--- src/hw/rtl/swrc_pkg.sv ---
// Shared types and constants for the sliding-window request counter.
`timescale 1ns / 1ps
package swrc_pkg;
	localparam int TableEntriesDef    = 16;
	localparam int BucketsPerEntryDef = 64;
	localparam int CountBitsDef       = 16;
	localparam int AddrW   = 32;
	localparam int TimeW   = 32;
	localparam int WinW    = 6;
	localparam int ResultW = 16;
	localparam logic [WinW-1:0] WinReset = 6'd60;

	typedef enum logic [1:0] {
		CMD_ADD   = 2'd0,
		CMD_COUNT = 2'd1,
		CMD_SWEEP = 2'd2,
		CMD_NOP   = 2'd3
	} cmd_t;

	// controller -> datapath commands
	typedef struct packed {
		logic load;      // latch input beat
		logic scan_clr;  // reset entry scan index
		logic scan_inc;  // advance entry scan index
		logic pick;      // latch scan index as working entry
		logic alloc;     // allocate working entry at free slot
		logic brd;       // issue bucket read at head
		logic drop;      // drop oldest bucket
		logic sum_clr;
		logic sum_rd;    // issue read at ring offset k
		logic sum_acc;   // accumulate read data
		logic bump;      // increment newest bucket
		logic append;    // write a new bucket
		logic touch;     // write last access
		logic evict;     // sweep check at scan index
		logic set_full;
		logic set_cnt;
	} swrc_cmd_t;

	typedef struct packed {
		cmd_t op;
		logic scan_last;
		logic hit;       // scan entry matches address
		logic free;      // scan entry is free
		logic fill_zero;
		logic head_old;  // bucket read data expired
		logic tail_now;  // bucket read data time equals now
		logic sum_last;
	} swrc_sts_t;
endpackage

--- src/hw/rtl/swrc_ctrl.sv ---
// Controller state machine for the sliding-window request counter.
`timescale 1ns / 1ps
module swrc_ctrl import swrc_pkg::*; (
	input  logic      clk,
	input  logic      arst_n,
	input  logic      in_valid,
	output logic      in_ready,
	output logic      out_valid,
	input  logic      out_ready,
	input  swrc_sts_t sts,
	output swrc_cmd_t cmd
);
	typedef enum logic [3:0] {
		S_IDLE, S_FIND, S_ALLOC, S_HRD, S_HCHK, S_TRD, S_TCHK,
		S_SRD, S_SACC, S_SWEEP, S_DONE
	} state_t;
	state_t state_q;
	logic   found_q;

	assign in_ready  = (state_q == S_IDLE);
	assign out_valid = (state_q == S_DONE);

	always_comb begin
		cmd = '0;
		unique case (state_q)
			S_IDLE: begin
				cmd.load = in_valid;
				cmd.scan_clr = in_valid;
			end
			S_FIND: begin
				if (sts.op == CMD_SWEEP) begin
				end else if (sts.hit) begin
					cmd.pick = 1'b1;
				end else begin
					cmd.scan_inc = !sts.scan_last;
				end
				if (sts.op == CMD_ADD && !sts.hit && sts.scan_last) cmd.scan_clr = 1'b1;
			end
			S_ALLOC: begin
				if (sts.free) cmd.alloc = 1'b1;
				else if (sts.scan_last) cmd.set_full = 1'b1;
				else cmd.scan_inc = 1'b1;
			end
			S_HRD: cmd.brd = !sts.fill_zero;
			S_HCHK: cmd.drop = sts.head_old;
			S_TRD: cmd.sum_clr = 1'b1;
			S_TCHK: begin
				if (sts.op == CMD_ADD) begin
					if (!sts.fill_zero && sts.tail_now) cmd.bump = 1'b1;
					else cmd.append = 1'b1;
					cmd.touch = 1'b1;
				end else if (!sts.fill_zero) begin
					cmd.touch = 1'b1;
					cmd.sum_rd = 1'b1;
				end
			end
			S_SRD: cmd.sum_rd = 1'b1;
			S_SACC: begin
				cmd.sum_acc = 1'b1;
				cmd.set_cnt = sts.sum_last;
				cmd.sum_rd = !sts.sum_last;
			end
			S_SWEEP: begin
				cmd.evict = 1'b1;
				cmd.scan_inc = !sts.scan_last;
			end
			S_DONE: ;
			default: ;
		endcase
	end

	always_ff @(posedge clk or negedge arst_n) begin
		if (!arst_n) begin
			state_q <= S_IDLE;
			found_q <= 1'b0;
		end else begin
			unique case (state_q)
				S_IDLE: if (in_valid) state_q <= S_FIND;
				S_FIND: begin
					found_q <= sts.hit;
					if (sts.op == CMD_SWEEP) state_q <= S_SWEEP;
					else if (sts.op == CMD_NOP) state_q <= S_DONE;
					else if (sts.hit) state_q <= S_HRD;
					else if (sts.scan_last)
						state_q <= (sts.op == CMD_ADD) ? S_ALLOC : S_DONE;
				end
				S_ALLOC: begin
					if (sts.free) state_q <= S_HRD;
					else if (sts.scan_last) state_q <= S_DONE;
				end
				S_HRD: state_q <= sts.fill_zero ? S_TRD : S_HCHK;
				S_HCHK: state_q <= sts.head_old ? S_HRD : S_TRD;
				S_TRD: state_q <= S_TCHK;
				S_TCHK: begin
					if (sts.op == CMD_ADD || sts.fill_zero) state_q <= S_DONE;
					else state_q <= S_SACC;
				end
				S_SRD: state_q <= S_SACC;
				S_SACC: if (sts.sum_last) state_q <= S_DONE;
				S_SWEEP: if (sts.scan_last) state_q <= S_DONE;
				S_DONE: if (out_ready) state_q <= S_IDLE;
				default: state_q <= S_IDLE;
			endcase
		end
	end

	a_one_write: assert property (@(posedge clk) disable iff (!arst_n)
		!(cmd.bump && cmd.append)) else $error("bump and append together");
	a_done_after: assert property (@(posedge clk) disable iff (!arst_n)
		(out_valid && !out_ready) |=> out_valid) else $error("result lost");
	a_no_take_busy: assert property (@(posedge clk) disable iff (!arst_n)
		(state_q != S_IDLE) |-> !cmd.load) else $error("load while busy");
	a_found_unused: assert property (@(posedge clk) disable iff (!arst_n)
		(state_q == S_HRD && $past(state_q) == S_FIND) |-> found_q)
		else $error("bucket walk without hit");
endmodule

--- config.mk ---
export PLATFORM = sky130hd
export DESIGN_NAME = swrc_ctrl
export DESIGN_NICKNAME = d
export VERILOG_FILES = /design/src/hw/rtl/swrc_pkg.sv /design/src/hw/rtl/swrc_ctrl.sv
export SDC_FILE = /design/constraint.sdc
export NUM_CORES = 1
export LEC_CHECK = 0
export ABC_AREA = 1
export BUFFER_PORTS_ARGS = -buffer_cell sky130_fd_sc_hd__buf_4
export CAP_MARGIN = 10
export CELL_PAD_IN_SITES_DETAIL_PLACEMENT = 1
export CELL_PAD_IN_SITES_GLOBAL_PLACEMENT = 2
export CORE_MARGIN = 8
export CORE_UTILIZATION = 20
export CTS_CLUSTER_SIZE = 12
export DETAILED_ROUTE_END_ITERATION = 12
export GPL_TIMING_DRIVEN = 1
export PLACE_DENSITY_LB_ADDON = 0.1
export SETUP_SLACK_MARGIN = 0.02
export SYNTH_ARGS = -nofsm -noshare
export SYNTH_HDL_FRONTEND = slang
export SYNTH_SLANG_ARGS = --single-unit
--- constraint.sdc ---
create_clock -name clk -period 1.85 [get_ports clk]
set_input_delay 0.2775 -clock clk [delete_from_list [all_inputs] [get_ports clk]]
set_output_delay 0.2775 -clock clk [all_outputs]
set_load 0.02 [all_outputs]
# Yosys cells after proc, flatten, opt, wreduce, memory -nomap -nowiden
# Cells that the tools add are included.
totals:
  elab_cells: 71
  input_bits: 13
  out_inout_bits: 18
  ff_bits: 4
classes:
  reduce_logical: 11
  eq_ne: 16
  muxes: 43
op_table:
  columns: ["cell", "count"]
  rows:
  - ["$pmux 4 s11", 1]
  - ["$mux 4", 10]
  - ["$mux 1", 24]
  - ["$eq 4x3->1 const B", 4]
  - ["$eq 4x4->1 const B", 3]
  - ["$eq 4x2->1 const B", 2]
  - ["$mux 2", 3]
  - ["$mux 3", 2]
  - ["$pmux 1 s3", 2]
  - ["$ne 5x5->1 const B", 1]
  - ["$eq 2x2->1 const B", 2]
  - ["$eq 4x1->1 const B", 1]
  - ["$logic_not 1->1", 4]
  - ["$logic_not 4->1", 1]
  - ["$ne 2x2->1 const B", 2]
  - ["$reduce_and 4->1", 1]
  - ["$logic_and 1x1->1", 3]
  - ["$logic_not 2->1", 1]
  - ["$ne 2x1->1 const B", 1]
  - ["$pmux 1 s2", 1]
  - ["$logic_or 1x1->1", 1]

# Longest topological paths before layout
# Gate-level depths: netlist of run 1.
depth:
  ltp_word: 7
  depth_mapped: 9
  depth_no_buf: 8

# Worst setup path before layout of run 1
# Ideal clock, no wire load.
synth_path:
  path_type: "register -> output"
  startpoint: "register state_q[1]"
  endpoint: "output port cmd[5] (netlist bit)"
  path_buffers: 1
  stages_incl_launch_ff: 6
  arrival_time_ps: 1330
  t_required_ps: 1572
  path_slack_ps: 242
  path_cell_list: "dfrtp_1 > buf_6 > inv_4 > nor2_1 > nand2_1 > nor4_1"
synth_lines:
  columns: ["element", "line", "rtl"]
  rows:
  - ["start, declared", "swrc_ctrl.sv:17", "state_t state_q;"]
  - ["start signal, assigned", "swrc_ctrl.sv:85", "state_q <= (sts.op == CMD_ADD) ? S_ALLOC : S_DONE;"]
  - ["start signal, assigned", "swrc_ctrl.sv:91", "S_HRD: state_q <= sts.fill_zero ? S_TRD : S_HCHK;"]
  - ["start signal, assigned", "swrc_ctrl.sv:92", "S_HCHK: state_q <= sts.head_old ? S_HRD : S_TRD;"]
  - ["end, declared", "swrc_ctrl.sv:11", "output swrc_cmd_t cmd"]

==> results.sh, run 1 <==
export IMPL_status="finished, final reports clean"
export IMPL_crit_family="simple AND/OR/NAND/NOR gates"
export IMPL_slowest_delay_ps=420
export IMPL_clkTransAtPathRegs_ps=40
export IMPL_setup_tns_final_ps=0
export IMPL_place_gp_congestion=0.809
export IMPL_grt_pass1_vias=840
export IMPL_clk_path_buf_depth=2
export IMPL_die_h_um=69.4
export IMPL_use_met1_pct=10.7
export IMPL_coreArea_um2=2730
export IMPL_detail_route_antenna_nets=0
export IMPL_setup_ws_ps=137
export IMPL_design_area_um2=861
export IMPL_drive_above_1_share_pct=32.6
export IMPL_diodes=0
export IMPL_synth_area_top_cells="nand2_1, dfrtp_1, inv_1"
export IMPL_grt_usage_pct=8.96
export IMPL_yosys_warnings=0
export IMPL_cts_root_buf="clkbuf_4"
export IMPL_dp_slack_ps=315
export IMPL_detailedPlacementHpwl_um=1990
export IMPL_worst_ep_arrival_time_ps=1440
export IMPL_nFillCells=373
export IMPL_cts_tree="yes"
export IMPL_synth_top_cell_by_area="nand2_1"
export IMPL_setup_viol=0
export IMPL_power_density_nw_per_um2=1410
export IMPL_leakage_nw=0.522
export IMPL_clock_latency_ps=240
export IMPL_busiest_layer="met2"
export IMPL_antenna_found_initial=0
export IMPL_initial_utilization_pct=20.8
export IMPL_hold_path_class="in -> reg"
export IMPL_path_cells="inv_2 > nand2_1 > nor2_1 > nand3_1 > nand3_1 > buf_4"
export IMPL_viasPerCell=4.47
export IMPL_cts_setup_buffers=0
export IMPL_hold_viol_final=0
export IMPL_routedWlPerCell_um=13.1
export IMPL_ys_types=19
export IMPL_syn_cell_area_um2=569
export IMPL_largest_reg_flops=4
export IMPL_ys_ff_latch=4
export IMPL_cp_num_buf_inv=2
export IMPL_synthCells=108
export IMPL_peakVddDrop_mv=0.595
export IMPL_multi_input_area_um2=378
export IMPL_drv_slew=0
export IMPL_min_period_over_period_pct=92.6
export IMPL_skew_ps=3.58
export IMPL_port_buffers=30
export IMPL_syn_num_nets=121
export IMPL_avgSynthCellArea_um2=5.27
export IMPL_cp_max_fo=4
export IMPL_rsz0062_at_grt="false"
export IMPL_crit_path_end_kind="primary output"
export IMPL_drt_total_wl_um=2250
export IMPL_required_ps=1570
export IMPL_fmax_mhz=584
export IMPL_met2_usage_pct=14.8
export IMPL_crit_path_frequent_cell="nand3_1"
export IMPL_overflow=0
export IMPL_top_register="state_q"
export IMPL_synth_top_area_share_pct=20.4
export IMPL_syn2layout_area_growth_pct=51.2
export IMPL_slew_headroom_pct=79.1
export IMPL_final_util_pct=31.5
export IMPL_seq_area_um2=101
export IMPL_grt_pass1_wl_um=3690
export IMPL_maxCapViolations=0
export IMPL_hold_ws_ps=269
export IMPL_worst_pin_slew_ps=312
export IMPL_critPathSlowestCell="dfrtp_1"
export IMPL_worst_setup_path_start_kind="flip-flop"
export IMPL_vias=768
export IMPL_period_minus_slack_ps=1710
export IMPL_drt_pass1_iterations=4
export IMPL_rows=19
export IMPL_dieArea_um2=4810
export IMPL_grt_max_degree=9
export IMPL_cts_sinks=4
export IMPL_gr_usage_met3_pct=2.86
export IMPL_crit_type="reg -> out"
export IMPL_drc=0
export IMPL_io_pins=31
export IMPL_cts_buffers_inserted=3
export IMPL_place_area_um2=822
export IMPL_die_w_um=69.4
export IMPL_first_iter_violations=24
export IMPL_nNetsFinal=156
export IMPL_ys_seq_area_share_pct=17.6
export IMPL_top_regs="state_q x4"
export IMPL_htree_levels=1
## routing by layer
metal | part of all wire [%] | up-vias
met5 | 0 | -
met3 | 4.5 | 2
met1 | 48 | 345
li1 | - | 399
met2 | 47 | 22
met4 | 0.89 | 0
## cells by family after synthesis
family                 count (synthesis)  synth area share, %
AO/OA/AOI/OAI                          8                 7.69
buffers and inverters                 23                 16.9
flip-flops                             4                 17.6
AND/OR/NAND/NOR                       73                 57.8
## worst reg2reg max path, stage by stage (launching register included)
cell     delay [ps]
dfrtp_1         420
inv_2           110
nand2_1         130
nor2_2          180
nand2_1         110
nand2_1         120
nor2_4           50
nand2_1          70
o21ai_1          70
## report_power, final
| group | internal (mW) | switching [mW] |
|---|---|---|
| combinational | 0.320 | 0.580 |
| sequential | 0.133 | 0.0726 |
| clock | 0.0726 | 0.0359 |
## Yosys cell counts
master and instances:
o21ai_1 2, o21ai_0 3, o22ai_1 1, nand4_1 2, a21oi_1 1, nor4_1 1, buf_6 1, inv_4 1
inv_1 19, nor3_1 2, nand2_1 31, o211ai_1 1, inv_2 2, nor2_1 18, nand2_2 3, dfrtp_1 4
nor2_4 2, nand3_1 10, nor2_2 4
## metrics by stage
step	total power, mW	instances
after floorplan	0.803	108
after global placement	1.11	168
after detailed placement	1.10	168
after CTS	1.22	172
after global routing	1.33	172
final	1.21	172
## final cells by class
class,count,area share (%)
flip-flops and latches,4,11.8
inverters,22,9.88
clock buffers,3,2.62
well taps,31,4.51
multi-input cells,81,43.9
repair buffers,31,27.3
## worst paths after layout
path                                  from          to  slack, ps  cells past startpoint
worst min register to register  state_q[3]  state_q[3]        660                      2
worst max-delay path            state_q[3]     cmd[13]        140                      6
min in group asynchronous           arst_n  state_q[3]        380                      2
max in group asynchronous           arst_n  state_q[1]       1350                      2
worst max register to register  state_q[3]  state_q[3]        470                      8
worst min-delay path                sts[2]  state_q[2]        270                      2
## what timing repair did
action / 4_1_cts / 5_1_grt
hold buffers: 1 / 0
gates resized for setup: 0 / 2
endpoints found under the hold margin: 4 / 0
endpoints found under the setup margin: 0 / 4
## cells in the final DEF, fill, tap and decap left out
cell	count
inv_1	19
inv_4	1
buf_4	30
clkbuf_4	3
dlygate4sd3_1	1
nor2_4	3
nor2_1	18
o21ai_0	3
nand3_1	10
nor3_1	2
dfrtp_1	3
o22ai_1	1
nor4_1	1
nand4_1	2
a21oi_1	1
nor2_2	3
nand2_1	31
o21ai_1	2
nand2_2	3
dfrtp_2	1
inv_2	2
o211ai_1	1
(Power assumes the default switching activity.)
==> run 2, diff against run 1 <==
--- a/config.mk
+++ b/config.mk
@@ -16,6 +16,7 @@
 export DETAILED_ROUTE_END_ITERATION = 12
 export GPL_TIMING_DRIVEN = 1
 export PLACE_DENSITY_LB_ADDON = 0.1
+export RECOVER_POWER = 100
 export SETUP_SLACK_MARGIN = 0.02
 export SYNTH_ARGS = -nofsm -noshare
 export SYNTH_HDL_FRONTEND = slang
==> results.sh, run 2 (same netlist as run 1, synthesis figures left out) <==
export IMPL_design_area_um2=822
export IMPL_mostFrequentLayoutCells="nand2_1, buf_4, nor2_1, inv_1, nand3_1"
export IMPL_cts_root_buf="clkbuf_4"
export IMPL_peakVddDrop_mv=0.590
export IMPL_port_buffers=30
export IMPL_p_int_mw=0.484
export IMPL_setup_tns_final_ps=0
export IMPL_top_regs="state_q x4"
export IMPL_routedWlPerCell_um=13.1
export IMPL_clockPowerShare_pct=9.3
export IMPL_detail_route_antenna_nets=0
export IMPL_initial_utilization_pct=20.8
export IMPL_drt_pass1_iterations=4
export IMPL_worst_setup_path_start_kind="flip-flop"
export IMPL_switching_share_pct=58.4
export IMPL_fmax_mhz=574
export IMPL_worstHoldStart="sts[2]"
export IMPL_detailedPlacementHpwl_um=1990
export IMPL_reg2reg_depth=8
export IMPL_required_ps=1570
export IMPL_hold_viol_final=0
export IMPL_r2r_start="state_q[3]"
export IMPL_crit_type="reg -> out"
export IMPL_place_area_um2=822
export IMPL_cp_num_buf_inv=2
export IMPL_power_mw=1.16
export IMPL_antenna_found_initial=0
export IMPL_htree_levels=1
export IMPL_final_util_pct=30.1
export IMPL_clkTransAtPathRegs_ps=40
export IMPL_drt_total_wl_um=2260
export IMPL_overflow=0
export IMPL_period_minus_slack_ps=1740
export IMPL_critPathSlowestCell="dfrtp_1"
export IMPL_place_gp_congestion=0.809
export IMPL_whs_endpoint="state_q[2]"
export IMPL_largest_reg_flops=4
export IMPL_clock_latency_ps=240
export IMPL_grt_pass1_vias=840
export IMPL_p_sw_mw=0.680
export IMPL_layout_commonest_cell="nand2_1"
export IMPL_die_w_um=69.4
export IMPL_vias=771
export IMPL_crit_family="simple AND/OR/NAND/NOR gates"
export IMPL_min_delay_path_depth=2
export IMPL_seq_power_share_pct=17.6
export IMPL_syn2layout_area_growth_pct=44.4
export IMPL_io_pins=31
export IMPL_dieArea_um2=4810
export IMPL_clk_path_buf_depth=2
export IMPL_grt_max_degree=9
export IMPL_viasPerCell=4.48
export IMPL_drc=0
export IMPL_drv_slew=0
export IMPL_nNetsFinal=156
export IMPL_cts_buffers_inserted=3
export IMPL_skew_ps=3.58
export IMPL_cp_max_fo=4
export IMPL_reg2reg_slack_ps=450
export IMPL_worst_ep_arrival_time_ps=1460
export IMPL_r2r_end="state_q[3]"
export IMPL_crit_path_frequent_cell="nand3_1"
export IMPL_slowest_delay_ps=420
export IMPL_hold_ws_ps=269
export IMPL_leakage_nw=0.495
export IMPL_first_iter_violations=29
export IMPL_top_register="state_q"
export IMPL_min_period_over_period_pct=94.1
export IMPL_rows=19
export IMPL_maxCapViolations=0
export IMPL_grt_usage_pct=8.96
export IMPL_slew_headroom_pct=79.1
export IMPL_crit_path_end_kind="primary output"
export IMPL_hold_path_class="in -> reg"
export IMPL_grt_pass1_wl_um=3690
export IMPL_status="finished, final reports clean"
export IMPL_diodes=0
export IMPL_p_comb_share_pct=73.0
export IMPL_worst_pin_slew_ps=312
export IMPL_rsz0062_at_grt="false"
export IMPL_die_h_um=69.4
export IMPL_drive_above_1_share_pct=28.4
export IMPL_setup_viol=0
export IMPL_path_cells="inv_2 > nand2_1 > nor2_1 > nand3_1 > nand3_1 > clkbuf_2"
export IMPL_power_density_nw_per_um2=1420
export IMPL_cts_sinks=4
export IMPL_cts_tree="yes"
export IMPL_nFillCells=377
export IMPL_coreArea_um2=2730
-- run 2: cell type report --
type / count / area, um^2 / area share (%)
Multi-Input combinational cell: 81 / 370 / 45.1
Sequential cell: 4 / 101 / 12.3
Inverter: 22 / 85.1 / 10.4
Tap cell: 31 / 38.8 / 4.72
Clock buffer: 3 / 22.5 / 2.74
Timing Repair Buffer: 31 / 204 / 24.8
-- run 2: worst max path at each step --
stage | cells past startpoint | from | end | slack, ps
floorplan | 5 | state_q[1] | cmd[5] | 240
global placement | 5 | state_q[1] | cmd[5] | 370
detailed placement | 5 | sts[8] | cmd[5] | 310
CTS | 5 | state_q[1] | cmd[5] | 50
global route | 6 | state_q[2] | cmd[13] | 10
finish | 6 | state_q[3] | cmd[13] | 110
-- run 2: stage by stage --
stage	worst slack [ps]	instances
after floorplan	242	108
after global placement	365	168
after detailed placement	315	168
after CTS	47.9	172
after global routing	14.7	172
final	109	172
-- run 2: worst register-to-register path: stages (launching register included) --
cell     delay (ps)
dfrtp_1         410
inv_2            80
nand2_1         170
nor2_2           80
nand2_1         110
nand2_1          60
nor2_1          220
nand2_1         100
o21ai_1         100
-- run 2: repair_timing --
item,in CTS,in global routing
setup endpoints to repair,0,4
hold endpoints to repair,4,0
buffers inserted,0,0
gates resized for setup,0,2
hold buffers,1,0
-- run 2: per-layer routing --
metal  wire length (um)  GRT usage, %
met5                  0             0
met4                 20          2.73
met3                 91          2.86
met2               1050          14.8
met1               1090          10.7
-- run 2: power by group through the flow --
stage          clock network (mW)  logic, mW  registers, mW
3_3_place_gp                    0      0.908          0.198
6_report                    0.109      0.850          0.205
3_5_place_dp                    0      0.899          0.203
4_1_cts                     0.114      0.906          0.202
5_1_grt                     0.116      0.949          0.216
2_1_floorplan                   0      0.636          0.167
==> run 3, diff against run 2 <==
--- a/config.mk
+++ b/config.mk
@@ -9,9 +9,9 @@
 export BUFFER_PORTS_ARGS = -buffer_cell sky130_fd_sc_hd__buf_4
 export CAP_MARGIN = 10
 export CELL_PAD_IN_SITES_DETAIL_PLACEMENT = 1
-export CELL_PAD_IN_SITES_GLOBAL_PLACEMENT = 2
+export CELL_PAD_IN_SITES_GLOBAL_PLACEMENT = 1
 export CORE_MARGIN = 8
-export CORE_UTILIZATION = 20
+export CORE_UTILIZATION = 28
 export CTS_CLUSTER_SIZE = 12
 export DETAILED_ROUTE_END_ITERATION = 12
 export GPL_TIMING_DRIVEN = 1
==> results.sh, run 3 (same netlist as run 1, synthesis figures left out) <==
export IMPL_status="finished, final reports clean"
export IMPL_detail_route_antenna_nets=0
export IMPL_setup_viol=0
export IMPL_power_density_nw_per_um2=1420
export IMPL_worst_setup_path_start_kind="flip-flop"
export IMPL_path_cells="inv_1 > nand2_1 > nor2_1 > nand3_1 > nand3_1 > clkbuf_2"
export IMPL_worst_ep_arrival_time_ps=1470
export IMPL_coreArea_um2=1940
export IMPL_die_w_um=61.1
export IMPL_grt_pass1_wl_um=3530
export IMPL_nNetsFinal=156
export IMPL_grt_usage_pct=12.3
export IMPL_skew_ps=2.38
export IMPL_io_pins=31
export IMPL_mostFrequentLayoutCells="nand2_1, inv_1, nor2_1, buf_4, nand3_1"
export IMPL_initial_utilization_pct=29.3
export IMPL_dieArea_um2=3730
export IMPL_cts_buffers_inserted=3
export IMPL_diodes=0
export IMPL_port_buffers=30
export IMPL_drc=0
export IMPL_period_minus_slack_ps=1750
export IMPL_critPathSlowestCell="dfrtp_1"
export IMPL_detailedPlacementHpwl_um=1920
export IMPL_drive_above_1_share_pct=27.0
export IMPL_htree_levels=1
export IMPL_hold_viol_final=0
export IMPL_slowest_delay_ps=410
export IMPL_clock_latency_ps=230
export IMPL_overflow=0
export IMPL_drv_slew=0
export IMPL_grt_pass1_vias=839
export IMPL_slew_headroom_pct=79.0
export IMPL_cp_max_fo=4
export IMPL_cts_tree="yes"
export IMPL_viasPerCell=4.61
export IMPL_required_ps=1570
export IMPL_setup_ws_ps=104
export IMPL_routedWlPerCell_um=13.0
export IMPL_crit_path_frequent_cell="nand3_1"
export IMPL_crit_path_end_kind="primary output"
export IMPL_worstHoldStart="sts[2]"
export IMPL_place_gp_congestion=0.849
export IMPL_r2r_start="state_q[0]"
export IMPL_die_h_um=61.1
export IMPL_top_register="state_q"
export IMPL_clkTransAtPathRegs_ps=30
export IMPL_crit_type="reg -> out"
export IMPL_cts_sinks=4
export IMPL_setup_tns_final_ps=0
export IMPL_rows=16
export IMPL_maxCapViolations=0
export IMPL_crit_path_start="state_q[3]"
export IMPL_first_iter_violations=15
export IMPL_drt_pass1_iterations=4
export IMPL_fmax_mhz=573
export IMPL_antenna_found_initial=0
export IMPL_top_regs="state_q x4"
export IMPL_largest_reg_flops=4
export IMPL_grt_max_degree=9
export IMPL_nFillCells=291
export IMPL_power_mw=1.15
export IMPL_layout_commonest_cell="nand2_1"
export IMPL_hold_path_class="in -> reg"
export IMPL_rsz0062_at_grt="false"
export IMPL_cts_root_buf="clkbuf_4"
export IMPL_clk_path_buf_depth=2
export IMPL_syn2layout_area_growth_pct=41.8
export IMPL_dp_slack_ps=321
export IMPL_leakage_nw=0.494
export IMPL_vias=775
export IMPL_worst_pin_slew_ps=313
export IMPL_peakVddDrop_mv=0.611
export IMPL_drt_total_wl_um=2180
export IMPL_min_period_over_period_pct=94.4
==> run 3: where the power goes <==
part	total [mW]	internal, mW	switching (mW)
clock	0.103	0.0722	0.0310
sequential	0.203	0.133	0.0697
combinational	0.840	0.278	0.562
total	1.15	0.483	0.663
==> run 3: worst paths after layout <==
| path | endpoint | slack, ps | cells after the start |
|---|---|---|---|
| max | cmd[13] | 100 | 6 |
| min | state_q[2] | 290 | 2 |
| max reg2reg | state_q[0] | 480 | 8 |
| min reg2reg | state_q[3] | 670 | 2 |
| max in group asynchronous | state_q[1] | 1220 | 2 |
| min in group asynchronous | state_q[0] | 440 | 2 |
==> run 3: cell type report <==
cell class	count	area (um^2)	share of cell area, %
clock buffer	3	22.5	2.79
tap	27	33.8	4.19
multi-input combinational	81	363	45.0
inverter	22	85.1	10.5
timing repair buffer	31	201	25.0
sequential	4	101	12.6
==> run 3: metal layers <==
layer	up-vias	part of all wire, %	track usage [%]
met1	354	42	12.9
met4	0	0	3.99
met2	20	51	23.3
met3	0	7.2	2.71
met5	-	0	0
li1	401	-	-
==> run 3: what timing repair did <==
action                                  4_1_cts  5_1_grt
buffers inserted                              0        0
hold buffers                                  1        0
gates resized for setup                       0        1
endpoints found under the setup margin        0        2
hold endpoints to repair                      4        0
==> run 3: stage by stage <==
| stage | hold slack, ps | cell area [um^2] | util (%) | instances |
|---|---|---|---|---|
| 5_1_grt | 302 | 807 | 41.6 | 168 |
| 3_3_place_gp | 73.0 | 817 | 42.1 | 164 |
| 2_1_floorplan | -18.1 | 569 | - | 108 |
| 4_1_cts | 295 | 850 | 43.8 | 168 |
| 3_5_place_dp | 73.3 | 817 | 42.1 | 164 |
| 6_report | 288 | 807 | 41.6 | 168 |
==> run 3: critical path: cells and delay by family, from the launching register on <==
| family | cells | cell delay (ps) |
|---|---|---|
| AND/OR/NAND/NOR | 4 | 520 |
| flip-flops | 1 | 410 |
| buffers and inverters | 2 | 310 |
